$ cat src/sv/mm_pkg.sv
`default_nettype none
package mm_pkg;

   // field widths fixed by the interface
   localparam int FUNC_W = 2;
   localparam int IDX_W  = 6;
   localparam int ELEM_W = 16;
   localparam int SUM_W  = 35;
   localparam int POS_W  = 3;
   localparam int DIM_W  = 4;
   localparam int CSR_W  = 2;

   // widest element storage the datapath supports
   localparam int WIDE_W = 32;

   // command codes
   localparam logic [FUNC_W-1:0] FUNC_LOAD_LEFT  = 2'd0;
   localparam logic [FUNC_W-1:0] FUNC_LOAD_RIGHT = 2'd1;
   localparam logic [FUNC_W-1:0] FUNC_COMPUTE    = 2'd2;

   // configuration register indexes
   localparam logic [CSR_W-1:0] CSR_ROWS_M  = 2'd0;
   localparam logic [CSR_W-1:0] CSR_INNER_K = 2'd1;
   localparam logic [CSR_W-1:0] CSR_COLS_N  = 2'd2;

   localparam logic [DIM_W-1:0] DIM_RESET = 4'd8;

   typedef struct packed {
      logic [FUNC_W-1:0]        func;
      logic [IDX_W-1:0]         element_index;
      logic signed [ELEM_W-1:0] element_value;
   } mm_req_type;

   typedef struct packed {
      logic signed [SUM_W-1:0] product_value;
      logic [POS_W-1:0]        out_row;
      logic [POS_W-1:0]        out_col;
      logic                    last_flag;
   } mm_rsp_type;

   // controller to datapath
   typedef struct packed {
      logic              wr_left;
      logic              wr_right;
      logic [IDX_W-1:0]  wr_addr;
      logic [ELEM_W-1:0] wr_value;
      logic              mac_valid;
      logic [IDX_W-1:0]  a_addr;
      logic [IDX_W-1:0]  b_addr;
      logic              mac_first;
      logic              mac_last;
      logic              mac_final;
      logic [POS_W-1:0]  row;
      logic [POS_W-1:0]  col;
   } mm_cmd_type;

   // datapath to controller
   typedef struct packed {
      logic pipe_busy;
   } mm_status_type;

endpackage
`default_nettype wire

$ cat src/sv/matrix_multiply.sv
`default_nettype none
// fixed-point matrix multiply, C = A x B, A is rows_m by inner_k, B is inner_k by cols_n
// request channel: start with req_payload, transfer when start is high and busy is low
//   func load left / load right writes one Q8.8 element at a row-major index;
//   busy stays low so loads can stream one per cycle
//   func compute raises busy until its final result has been sent
// the dot products run on one shared multiply-accumulate unit, one step per cycle,
// fed by one read port on each element store; that loop sets the compute time
// result channel: rsp_valid strobes each Q19.16 sum for one cycle, row-major order,
//   each sum registered through the store read, product and accumulate stages after its last step;
//   last_flag marks the final element; the receiver cannot stall results
// config channel: csr_valid / csr_ready with csr_index and csr_data, ready always high,
//   index 0 rows_m, 1 inner_k, 2 cols_n; write only while busy is low
// reset: synchronous, clears control, dims go back to 8; stores are not cleared and
//   must be loaded before they are used
module matrix_multiply #(
   parameter int MAX_DIM    = 8,
   parameter int DATA_WIDTH = 16
) (
   input  wire                          clock,
   input  wire                          reset,
   // request channel
   input  wire                          start,
   output logic                         busy,
   input  wire mm_pkg::mm_req_type      req_payload,
   // result channel
   output logic                         rsp_valid,
   output mm_pkg::mm_rsp_type           rsp_payload,
   // configuration channel
   input  wire                          csr_valid,
   output logic                         csr_ready,
   input  wire [mm_pkg::CSR_W-1:0]      csr_index,
   input  wire [mm_pkg::DIM_W-1:0]      csr_data
);

   mm_pkg::mm_cmd_type    cmd;
   mm_pkg::mm_status_type status;

   // config writes are taken every cycle
   assign csr_ready = 1'b1;

   // sequencer: register file, loop counters, store addresses
   mm_ctrl #(
      .MAX_DIM (MAX_DIM)
   ) u_ctrl (
      .clock       (clock),
      .reset       (reset),
      .start       (start),
      .busy        (busy),
      .req_payload (req_payload),
      .csr_valid   (csr_valid && csr_ready),
      .csr_index   (csr_index),
      .csr_data    (csr_data),
      .cmd         (cmd),
      .status      (status)
   );

   // element stores, multiply and accumulate pipeline, result register
   mm_datapath #(
      .MAX_DIM    (MAX_DIM),
      .DATA_WIDTH (DATA_WIDTH)
   ) u_datapath (
      .clock       (clock),
      .reset       (reset),
      .cmd         (cmd),
      .status      (status),
      .rsp_valid   (rsp_valid),
      .rsp_payload (rsp_payload)
   );

endmodule
`default_nettype wire

$ cat src/sv/mm_ctrl.sv
`default_nettype none
module mm_ctrl #(
   parameter int MAX_DIM = 8
) (
   input  wire                          clock,
   input  wire                          reset,
   input  wire                          start,
   output logic                         busy,
   input  wire mm_pkg::mm_req_type      req_payload,
   input  wire                          csr_valid,
   input  wire [mm_pkg::CSR_W-1:0]      csr_index,
   input  wire [mm_pkg::DIM_W-1:0]      csr_data,
   output mm_pkg::mm_cmd_type           cmd,
   input  wire mm_pkg::mm_status_type   status
);

   localparam int CW    = (MAX_DIM > 1) ? $clog2(MAX_DIM) : 1;
   localparam int DEPTH = MAX_DIM * MAX_DIM;
   localparam int IW    = mm_pkg::IDX_W;
   localparam int DW4   = mm_pkg::DIM_W;
   localparam int PW    = mm_pkg::POS_W;

   localparam logic [1:0] ST_IDLE  = 2'd0;
   localparam logic [1:0] ST_RUN   = 2'd1;
   localparam logic [1:0] ST_DRAIN = 2'd2;

   logic [1:0]     state_ff, state_in;
   logic [CW-1:0]  row_ff, row_in;
   logic [CW-1:0]  col_ff, col_in;
   logic [CW-1:0]  inner_ff, inner_in;
   logic [DW4-1:0] rows_m_ff, inner_k_ff, cols_n_ff;
   logic [DW4-1:0] m_eff, k_eff, n_eff;
   logic           accept, row_end, col_end, inner_end;

   function automatic logic [DW4-1:0] clamp_dim(input logic [DW4-1:0] d);
      logic [DW4-1:0] r;
      if (d == '0) r = DW4'(1);
      else if (d > DW4'(MAX_DIM)) r = DW4'(MAX_DIM);
      else r = d;
      return r;
   endfunction

   assign m_eff = clamp_dim(rows_m_ff);
   assign k_eff = clamp_dim(inner_k_ff);
   assign n_eff = clamp_dim(cols_n_ff);

   assign busy   = (state_ff != ST_IDLE);
   assign accept = start && !busy;

   assign row_end   = (DW4'(row_ff) == m_eff - DW4'(1));
   assign col_end   = (DW4'(col_ff) == n_eff - DW4'(1));
   assign inner_end = (DW4'(inner_ff) == k_eff - DW4'(1));

   always_ff @(posedge clock) begin
      if (reset) begin
         rows_m_ff  <= mm_pkg::DIM_RESET;
         inner_k_ff <= mm_pkg::DIM_RESET;
         cols_n_ff  <= mm_pkg::DIM_RESET;
      end else if (csr_valid) begin
         case (csr_index)
            mm_pkg::CSR_ROWS_M:  rows_m_ff  <= csr_data;
            mm_pkg::CSR_INNER_K: inner_k_ff <= csr_data;
            mm_pkg::CSR_COLS_N:  cols_n_ff  <= csr_data;
            default: ;
         endcase
      end
   end

   always_comb begin
      state_in = state_ff;
      row_in   = row_ff;
      col_in   = col_ff;
      inner_in = inner_ff;
      case (state_ff)
         ST_IDLE: begin
            if (accept && req_payload.func == mm_pkg::FUNC_COMPUTE) begin
               state_in = ST_RUN;
               row_in   = '0;
               col_in   = '0;
               inner_in = '0;
            end
         end
         ST_RUN: begin
            if (!inner_end) begin
               inner_in = inner_ff + CW'(1);
            end else begin
               inner_in = '0;
               if (!col_end) begin
                  col_in = col_ff + CW'(1);
               end else begin
                  col_in = '0;
                  if (!row_end) row_in = row_ff + CW'(1);
                  else begin
                     row_in   = '0;
                     state_in = ST_DRAIN;
                  end
               end
            end
         end
         ST_DRAIN: begin
            if (!status.pipe_busy) state_in = ST_IDLE;
         end
         default: state_in = ST_IDLE;
      endcase
   end

   always_ff @(posedge clock) begin
      if (reset) begin
         state_ff <= ST_IDLE;
         row_ff   <= '0;
         col_ff   <= '0;
         inner_ff <= '0;
      end else begin
         state_ff <= state_in;
         row_ff   <= row_in;
         col_ff   <= col_in;
         inner_ff <= inner_in;
      end
   end

   always_comb begin
      logic in_range;
      in_range      = ({1'b0, req_payload.element_index} < (IW + 1)'(DEPTH));
      cmd.wr_left   = accept && in_range && req_payload.func == mm_pkg::FUNC_LOAD_LEFT;
      cmd.wr_right  = accept && in_range && req_payload.func == mm_pkg::FUNC_LOAD_RIGHT;
      cmd.wr_addr   = req_payload.element_index;
      cmd.wr_value  = req_payload.element_value;
      cmd.mac_valid = (state_ff == ST_RUN);
      cmd.a_addr    = IW'(row_ff) * IW'(k_eff) + IW'(inner_ff);
      cmd.b_addr    = IW'(inner_ff) * IW'(n_eff) + IW'(col_ff);
      cmd.mac_first = (inner_ff == '0);
      cmd.mac_last  = inner_end;
      cmd.mac_final = inner_end && col_end && row_end;
      cmd.row       = PW'(row_ff);
      cmd.col       = PW'(col_ff);
   end

endmodule
`default_nettype wire

$ cat src/sv/mm_datapath.sv
`default_nettype none
module mm_datapath #(
   parameter int MAX_DIM    = 8,
   parameter int DATA_WIDTH = 16
) (
   input  wire                        clock,
   input  wire                        reset,
   input  wire mm_pkg::mm_cmd_type    cmd,
   output mm_pkg::mm_status_type      status,
   output logic                       rsp_valid,
   output mm_pkg::mm_rsp_type         rsp_payload
);

   localparam int DEPTH = MAX_DIM * MAX_DIM;
   localparam int AW    = (DEPTH > 1) ? $clog2(DEPTH) : 1;
   localparam int SW    = mm_pkg::SUM_W;
   localparam int PW    = mm_pkg::POS_W;
   localparam int XW    = mm_pkg::WIDE_W;
   localparam int EW    = (2 * DATA_WIDTH > SW) ? 2 * DATA_WIDTH : SW;

   logic [DATA_WIDTH-1:0] left_mem  [DEPTH];
   logic [DATA_WIDTH-1:0] right_mem [DEPTH];

   logic [XW-1:0]         wr_wide;
   logic [DATA_WIDTH-1:0] wr_data;

   // stage 1: store read
   logic                         v1_ff, first1_ff, last1_ff, final1_ff;
   logic [PW-1:0]                row1_ff, col1_ff;
   logic signed [DATA_WIDTH-1:0] rd_a_ff, rd_b_ff;
   // stage 2: product
   logic                         v2_ff, first2_ff, last2_ff, final2_ff;
   logic [PW-1:0]                row2_ff, col2_ff;
   logic signed [SW-1:0]         prod_ff;
   // stage 3: accumulate
   logic signed [SW-1:0]         acc_ff, mac_sum;
   logic                         rsp_valid_ff;
   mm_pkg::mm_rsp_type           rsp_ff;

   logic signed [2*DATA_WIDTH-1:0] prod;
   logic signed [EW-1:0]           prod_ext;

   // element is taken as its low bits, zero-filled when storage is wider
   assign wr_wide = {{(XW - mm_pkg::ELEM_W){1'b0}}, cmd.wr_value};
   assign wr_data = wr_wide[DATA_WIDTH-1:0];

   always_ff @(posedge clock) begin
      if (cmd.wr_left)  left_mem[cmd.wr_addr[AW-1:0]]  <= wr_data;
      if (cmd.wr_right) right_mem[cmd.wr_addr[AW-1:0]] <= wr_data;
      rd_a_ff <= left_mem[cmd.a_addr[AW-1:0]];
      rd_b_ff <= right_mem[cmd.b_addr[AW-1:0]];
   end

   assign prod     = rd_a_ff * rd_b_ff;
   assign prod_ext = EW'(prod);
   assign mac_sum  = first2_ff ? prod_ff : acc_ff + prod_ff;

   always_ff @(posedge clock) begin
      first1_ff <= cmd.mac_first;
      last1_ff  <= cmd.mac_last;
      final1_ff <= cmd.mac_final;
      row1_ff   <= cmd.row;
      col1_ff   <= cmd.col;
      first2_ff <= first1_ff;
      last2_ff  <= last1_ff;
      final2_ff <= final1_ff;
      row2_ff   <= row1_ff;
      col2_ff   <= col1_ff;
      prod_ff   <= prod_ext[SW-1:0];
      if (v2_ff) acc_ff <= mac_sum;
      rsp_ff.product_value <= mac_sum;
      rsp_ff.out_row       <= row2_ff;
      rsp_ff.out_col       <= col2_ff;
      rsp_ff.last_flag     <= final2_ff;
   end

   always_ff @(posedge clock) begin
      if (reset) begin
         v1_ff        <= 1'b0;
         v2_ff        <= 1'b0;
         rsp_valid_ff <= 1'b0;
      end else begin
         v1_ff        <= cmd.mac_valid;
         v2_ff        <= v1_ff;
         rsp_valid_ff <= v2_ff && last2_ff;
      end
   end

   assign status.pipe_busy = v1_ff || v2_ff;
   assign rsp_valid        = rsp_valid_ff;
   assign rsp_payload      = rsp_ff;

endmodule
`default_nettype wire

$ cat config.mk
export PLATFORM = sky130hd
export DESIGN_NAME = matrix_multiply
export DESIGN_NICKNAME = d
export VERILOG_FILES = /design/src/sv/mm_pkg.sv /design/src/sv/matrix_multiply.sv /design/src/sv/mm_ctrl.sv /design/src/sv/mm_datapath.sv
export SDC_FILE = /design/constraint.sdc
export NUM_CORES = 2
export LEC_CHECK = 0
export BUFFER_PORTS_ARGS = -buffer_cell sky130_fd_sc_hd__buf_2
export CAP_MARGIN = 25
export CORE_MARGIN = 2
export CORE_UTILIZATION = 47
export CTS_CLUSTER_DIAMETER = 40
export CTS_CLUSTER_SIZE = 30
export DETAILED_ROUTE_END_ITERATION = 10
export MAX_ROUTING_LAYER = met4
export SYNTH_ARGS = -nofsm -noshare
export SYNTH_HDL_FRONTEND = slang
export SYNTH_SLANG_ARGS = --single-unit
export TNS_END_PERCENT = 100
$ cat constraint.sdc
create_clock -name clock -period 8.5 [get_ports clock]
set_input_delay 0.425 -clock clock [delete_from_list [all_inputs] [get_ports clock]]
set_output_delay 0.425 -clock clock [all_outputs]
set_load 0.005 [all_outputs]
# After elaboration in Yosys (flattened, before gate mapping)
# Memory sizes are Yosys's and may differ from the RTL's. A register that Yosys moved wholly into a read port is not among the register bits.
# Cells that the tools add are included.
[totals]
mem_count = 2
input_bits = 34
ramBits = 2048
output_inout_bits = 45
register_bits = 153
[op_classes]
n_reduce_logical = 25
add_sub_neg = 9
multipliers = 3
n_lt_le_gt_ge = 3
eq_ne = 14
n_mux = 27
[memory_table]
columns = ["memory", "depth", "width", "read_ports", "rd_ports_with_merged_regs", "write_ports", "line", "source"]
rows = [
  ["u_datapath.left_mem", 64, 16, 1, 1, 1, "mm_datapath.sv:21", "logic [DATA_WIDTH-1:0] left_mem [DEPTH];"],
  ["u_datapath.right_mem", 64, 16, 1, 1, 1, "mm_datapath.sv:22", "logic [DATA_WIDTH-1:0] right_mem [DEPTH];"],
]
[ops]
columns = ["operator", "count"]
rows = [
  ["adder 35 x 32 -> 35 bit", 1],
  ["two-way mux 35 bit", 1],
  ["multiplier 16 x 16 -> 32 bit", 1],
  ["two-way mux 4 bit", 6],
  ["two-way mux 3 bit", 7],
  ["one-hot mux 3 bit (2 select lines)", 3],
  ["adder 6 x 3 -> 6 bit", 2],
  ["== test 3 x 4 -> 1 bit", 3],
  ["> comparator 4 bit, second input constant", 3],
  ["logical NOT 4 bit", 3],
  ["multiplier 3 x 4 -> 6 bit", 2],
  ["subtractor 4 x 1 -> 4 bit, second input constant", 3],
  ["two-way mux 2 bit", 5],
  ["adder 3 x 1 -> 3 bit, second input constant", 3],
  ["inequality test 2 bit, second input constant", 4],
  ["AND reduction 2 bit", 4],
  ["logical AND 1 bit", 7],
  ["== test 2 x 1 -> 1 bit, second input constant", 3],
  ["== test 2 bit, second input constant", 3],
  ["logical NOT 2 bit", 3],
  ["one-hot mux 2 bit (3 select lines)", 1],
  ["AND reduction 5 bit", 1],
  ["two-way mux 1 bit", 4],
  ["AND reduction 4 bit", 1],
  ["other kinds (6)", 7],
]

# Longest topological paths before layout
[depth]
ltp_word = 9
ltp_mapped = 24

# By module
# A second synthesis with hierarchy kept.
[unflattened]
cells_unflattened = 4867
area_unflattened_um2 = 95741.8
[modules_own_cells]
columns = ["mod", "n_inst", "cells_each", "area_per_inst_um2", "seq_area_each_um2"]
rows = [
  ["mm_datapath", 1, 4607, 93453.4, 65092.4],
  ["mm_ctrl", 1, 258, 2277.2, 460.4],
  ["matrix_multiply", 1, 2, 11.3, 0.0],
]

# Worst setup path after synthesis
# No wires, ideal clock.
[synth_path]
kind = "reg2reg"
startpoint = "register u_datapath.rd_a_ff[15], read port of u_datapath.left_mem"
endpoint = "register u_datapath.prod_ff[30]"
stages_incl_launch_ff = 23
path_slack_ps = 2006
required_ps = 8382
setup_time_ps = 118
arrival_ps = 6376
cell_sequence = "dfxtp_1 -> clkbuf_1 -> nand2_1 -> inv_1 -> fa_1 -> fa_1 -> fa_1 -> fa_1 -> fa_1 -> inv_1 -> fa_1 -> inv_1 -> ha_1 -> clkbuf_1 -> a21oi_1 -> nand2_1 -> a41oi_1 -> o21ai_0 -> a221oi_2 -> nor2b_1 -> or4_1 -> a311o_1 -> xor2_1"
[synth_via]
elab_chain_cells = 1
[synth_lines]
columns = ["item", "line", "source"]
rows = [
  ["start, declared", "mm_datapath.sv:30", "logic signed [DATA_WIDTH-1:0] rd_a_ff, rd_b_ff;"],
  ["multiplier 16 x 16 -> 32 bit", "mm_datapath.sv:54", "assign prod = rd_a_ff * rd_b_ff;"],
  ["named net u_datapath.prod[30]", "mm_datapath.sv:40", "logic signed [2*DATA_WIDTH-1:0] prod;"],
  ["end signal, assigned", "mm_datapath.sv:69", "prod_ff <= prod_ext[SW-1:0];"],
  ["end, declared", "mm_datapath.sv:34", "logic signed [SW-1:0] prod_ff;"],
]
# The timed path passes the listed nets, and every way through them passes these cells.
# A chain may end at the register's enable or synchronous reset.

# Worst setup path after layout
# Same ends and word-level chain as after synthesis.

==> run_results.csv <==
group,metric,value,unit
finish,nets,5833,
cts,htreeDepth,5,
finish,area_growth,17.11,%
cts,clk_latency,920,ps
synthesis,ys_seq_area_share,68.44,%
place,gp_congestion,0.8419,
routing,wirelength,233000,µm
timing,rsz0062_at_grt,"false",
worst_setup_path,timing.critical_path.to,"u_datapath.prod_ff[30]",
floorplanning,core-area,202300,µm²
worst_setup_path,crit_type,"reg -> reg",
synthesis,syn_nets,5417,
worst_setup_path,slowest_delay,830,ps
routing,dr.pass1.iters,5,
cts,cts_tree,"done",
routing,route.detailed.wl_per_inst,28.02,µm
floorplanning,io_pins,79,
grt,grt_pass1_wl,342700,µm
floorplanning,die_area,207400,µm²
routing,drt-initial-drc-count,4841,
floorplanning,die_w,455.4,µm
worst_setup_path,crit_fanout,16,
place,hpwl,138700,µm
worst_setup_path,cp.depth,20,
outcome,outcome,"completed",
timing,setup_viol,0,
worst_setup_path,required,9260,ps
floorplanning,die_height,455.4,µm
synthesis,async_reset_ff_share,0,%
timing,fin_setup_tns,0,ps
synthesis,synth-seq-cells,2233,
routing,route.vias.total,47759,
synthesis,synth_area_per_cell,19.28,µm²
timing,fmax,142.3,MHz
worst_hold_path,hp-class,"in -> reg",
worst_setup_path,rr_worst_depth,20,
synthesis,yosysUniqueCellTypes,70,
synthesis,synth_flop_cell,"edfxtp_1",
worst_hold_path,whs_path_depth,1,
routing,postRouteAntennaNets,0,
worst_setup_path,path_cells,"nand2_1, inv_1, fa_1, fa_1, fa_1, fa_1, fa_1, inv_1, fa_1, inv_1, ha_1, a21oi_1, nand2_1, a41oi_1, o21ai_0, a221oi_2, nor2b_1, or4_1, a311o_1, xor2_1",
grt,grt_usage,23.29,%
worst_setup_path,cpLargestDelayFamily,"adder cells",
grt,antenna_found_initial,15,
timing,hold_viol_final,0,
flow_run,maxCapViolCount,0,
place,port_buffers,77,
power_and_ir_drop,p_leak,38.00,nW
worst_setup_path,cpMostUsedCell,"fa_1",
worst_setup_path,r2r-end,"u_datapath.prod_ff[30]",
worst_setup_path,critPathBufInv,3,
cts,root_buffer,"clkbuf_16",
power_and_ir_drop,ir_worst_vdd,0.0003595,V
timing,fin_skew,62.55,ps
worst_setup_path,regToRegStartpoint,"u_datapath.rd_a_ff[15]",
finish,drive_above_1_share,27.44,%
routing,viasPerCell,5.744,
power_and_ir_drop,p_per_area,302.3,nW/µm²
worst_setup_path,crit_start,"u_datapath.rd_a_ff[15]",
finish,fillerInstances,15403,
cts,clock_sinks,2233,
timing,whs,54.06,ps
grt,grt_pass1_vias,49265,
cts,cts_buffers,331,
worst_setup_path,worstPathArrival,7790,ps
synthesis,syn_inst,4969,
timing,slew_headroom,24.06,%
cts,post-cts-setup-buffers,0,
cts,max-clock-path-buffers,4,
routing,drc,0,
worst_setup_path,crit_path_start_kind,"flop",
floorplanning,initial_core_util,47.34,%
worst_setup_path,r2r_slack,1470,ps
grt,grt_start_max_net_pins,101,
worst_setup_path,slowest_stage,"fa_1",
timing,fin_crit,7026,ps
worst_setup_path,crit_path_end_kind,"flop",
grt,grt_overflow_total,0,
floorplanning,rows,165,
timing,timing.final.crit_share,82.66,%
timing,slew_violations,0,
timing,worst_pin_slew,1139,ps
synthesis,synth-edff-count,2083,
synthesis,yosys_warnings,0,
synthesis,synthesis.area,95780,µm²
cts,postCtsHoldBufs,24,
cts,clk_pin_slew_worst_paths,60,ps
cts,cts_resized,0,
Yosys cell counts (all sizes together) (3+ instances only):
library cell	instances	area, µm²
buf	69	339.1
o21a	9	67.56
edfxtp	2083	62550
o2111ai	3	32.53
or3b	4	35.03
dfxtp	150	3003
o21ai	59	299.0
nor2b	44	282.8
mux4	640	14410
o211ai	7	57.55
mux2i	42	420.4
mux2	4	45.04
inv	352	1321
nand2b	21	131.4
o21bai	10	75.07
nor3	24	120.1
nand3	21	105.1
nand2	204	768.2
a21o	15	112.6
o31ai	5	42.54
a22oi	3	22.52
and2	131	819.5
or3	6	37.54
xor2	34	312.8
ha	143	1789
a31oi	5	46.29
nor4	4	31.28
nand3b	8	60.06
a21oi	91	463.0
and3	8	50.05
xnor2	51	446.7
nand4	9	56.30
or4	4	30.03
clkbuf	148	556.8
a211oi	46	350.3
fa	271	5425
a211o	5	43.79
nor2	210	788.3
or2	3	18.77
cell families after synthesis:
logic type | after synthesis | share of synthesized area, %
buffers and inverters | 569 | 2.315
AO/OA/AOI/OAI | 277 | 1.875
flip-flops | 2233 | 68.44
adder cells (fa/ha/maj) | 414 | 7.532
XOR/XNOR | 85 | 0.7929
other | 1 | 0.003915
AND/OR/NAND/NOR | 704 | 3.506
multiplexers | 686 | 15.53
routing by layer:
metal / wire length (µm) / vias to the layer above / GRT usage (%)
li1: - / 20330 / -
met1: 98840 / 25429 / 31.90
met2: 114100 / 1614 / 36.65
met3: 14550 / 386 / 3.923
met4: 5458 / 0 / 5.990
met5: 0 / - / -
per-stage QoR:
step / instances / utilization (%) / instance area, µm² / setup slack (ps) / power, mW
5_1_grt: 8314 / 55.44 / 112200 / 1062 / 35.65
6_report: 8315 / 55.44 / 112200 / 1474 / 33.91
3_5_place_dp: 7687 / 49.66 / 100500 / 1523 / 20.46
4_1_cts: 8296 / 55.31 / 111900 / 1495 / 34.20
3_3_place_gp: 7685 / 49.65 / 100500 / 1580 / 20.33
2_1_floorplan: 4969 / - / 95780 / 2006 / 18.53
worst min path at each step:
| stage | startpoint | endpoint | slack (ps) |
|---|---|---|---|
| 2_1_floorplan | u_datapath.col1_ff[0] | u_datapath.col2_ff[0] | 310 |
| 3_3_place_gp | u_datapath.col1_ff[0] | u_datapath.col2_ff[0] | 310 |
| 3_5_place_dp | u_datapath.first1_ff | u_datapath.first2_ff | 310 |
| 4_1_cts | req_payload[23] | u_ctrl.state_ff[0] | 4 |
| 5_1_grt | req_payload[10] | u_datapath.left_mem[10][10] | 40 |
| 6_report | req_payload[8] | u_datapath.left_mem[6][8] | 50 |
cell type report:
class	count	area, µm²	share of cell area (%)
Tap cell	2672	3343	2.981
Timing Repair Buffer	300	2469	2.201
Inverter	352	1321	1.178
Antenna cell	6	15.01	0.01339
Clock inverter	228	2653	2.365
Multi-Input combinational cell	2167	28270	25.20
Clock buffer	357	8539	7.613
Sequential cell	2233	65560	58.44
cells in the final DEF (no fill, tap or decap), types with 41 or more instances in the layout:
cell / count
nor2b_1: 43
a211oi_1: 45
buf_2: 62
inv_6: 43
nand2_1: 203
xnor2_1: 47
nor2_2: 53
inv_1: 352
mux4_2: 640
clkbuf_16: 338
o21ai_0: 58
bufinv_16: 41
edfxtp_1: 2083
and2_1: 131
dfxtp_1: 148
a21oi_1: 89
fa_1: 269
mux2i_1: 42
ha_1: 139
nor2_1: 157
buf_4: 188
flip-flops by register name, summed over array words and instances (netlist names), 2 cells and up:
| name | flops |
|---|---|
| u_datapath.prod_ff | 32 |
| u_datapath.row2_ff | 3 |
| u_ctrl.rows_m_ff | 4 |
| u_datapath.col1_ff | 3 |
| u_ctrl.inner_ff | 3 |
| u_ctrl.inner_k_ff | 4 |
| u_datapath.right_mem | 1024 |
| u_datapath.acc_ff | 35 |
| u_datapath.rd_b_ff | 16 |
| u_datapath.rd_a_ff | 16 |
| u_datapath.row1_ff | 3 |
| u_ctrl.state_ff | 2 |
| u_ctrl.col_ff | 3 |
| u_datapath.left_mem | 1024 |
| u_datapath.rsp_payload | 42 |
| u_ctrl.row_ff | 3 |
| u_datapath.col2_ff | 3 |
| u_ctrl.cols_n_ff | 4 |
where the power goes:
part	switching, mW	leakage, nW	internal [mW]
Clock	5.08	5.39	8.62
Sequential	0.119	20.0	12.3
Combinational	4.38	12.6	3.38
Total	9.58	38.0	24.3
No activity file was read; power rests on OpenSTA's default activity.
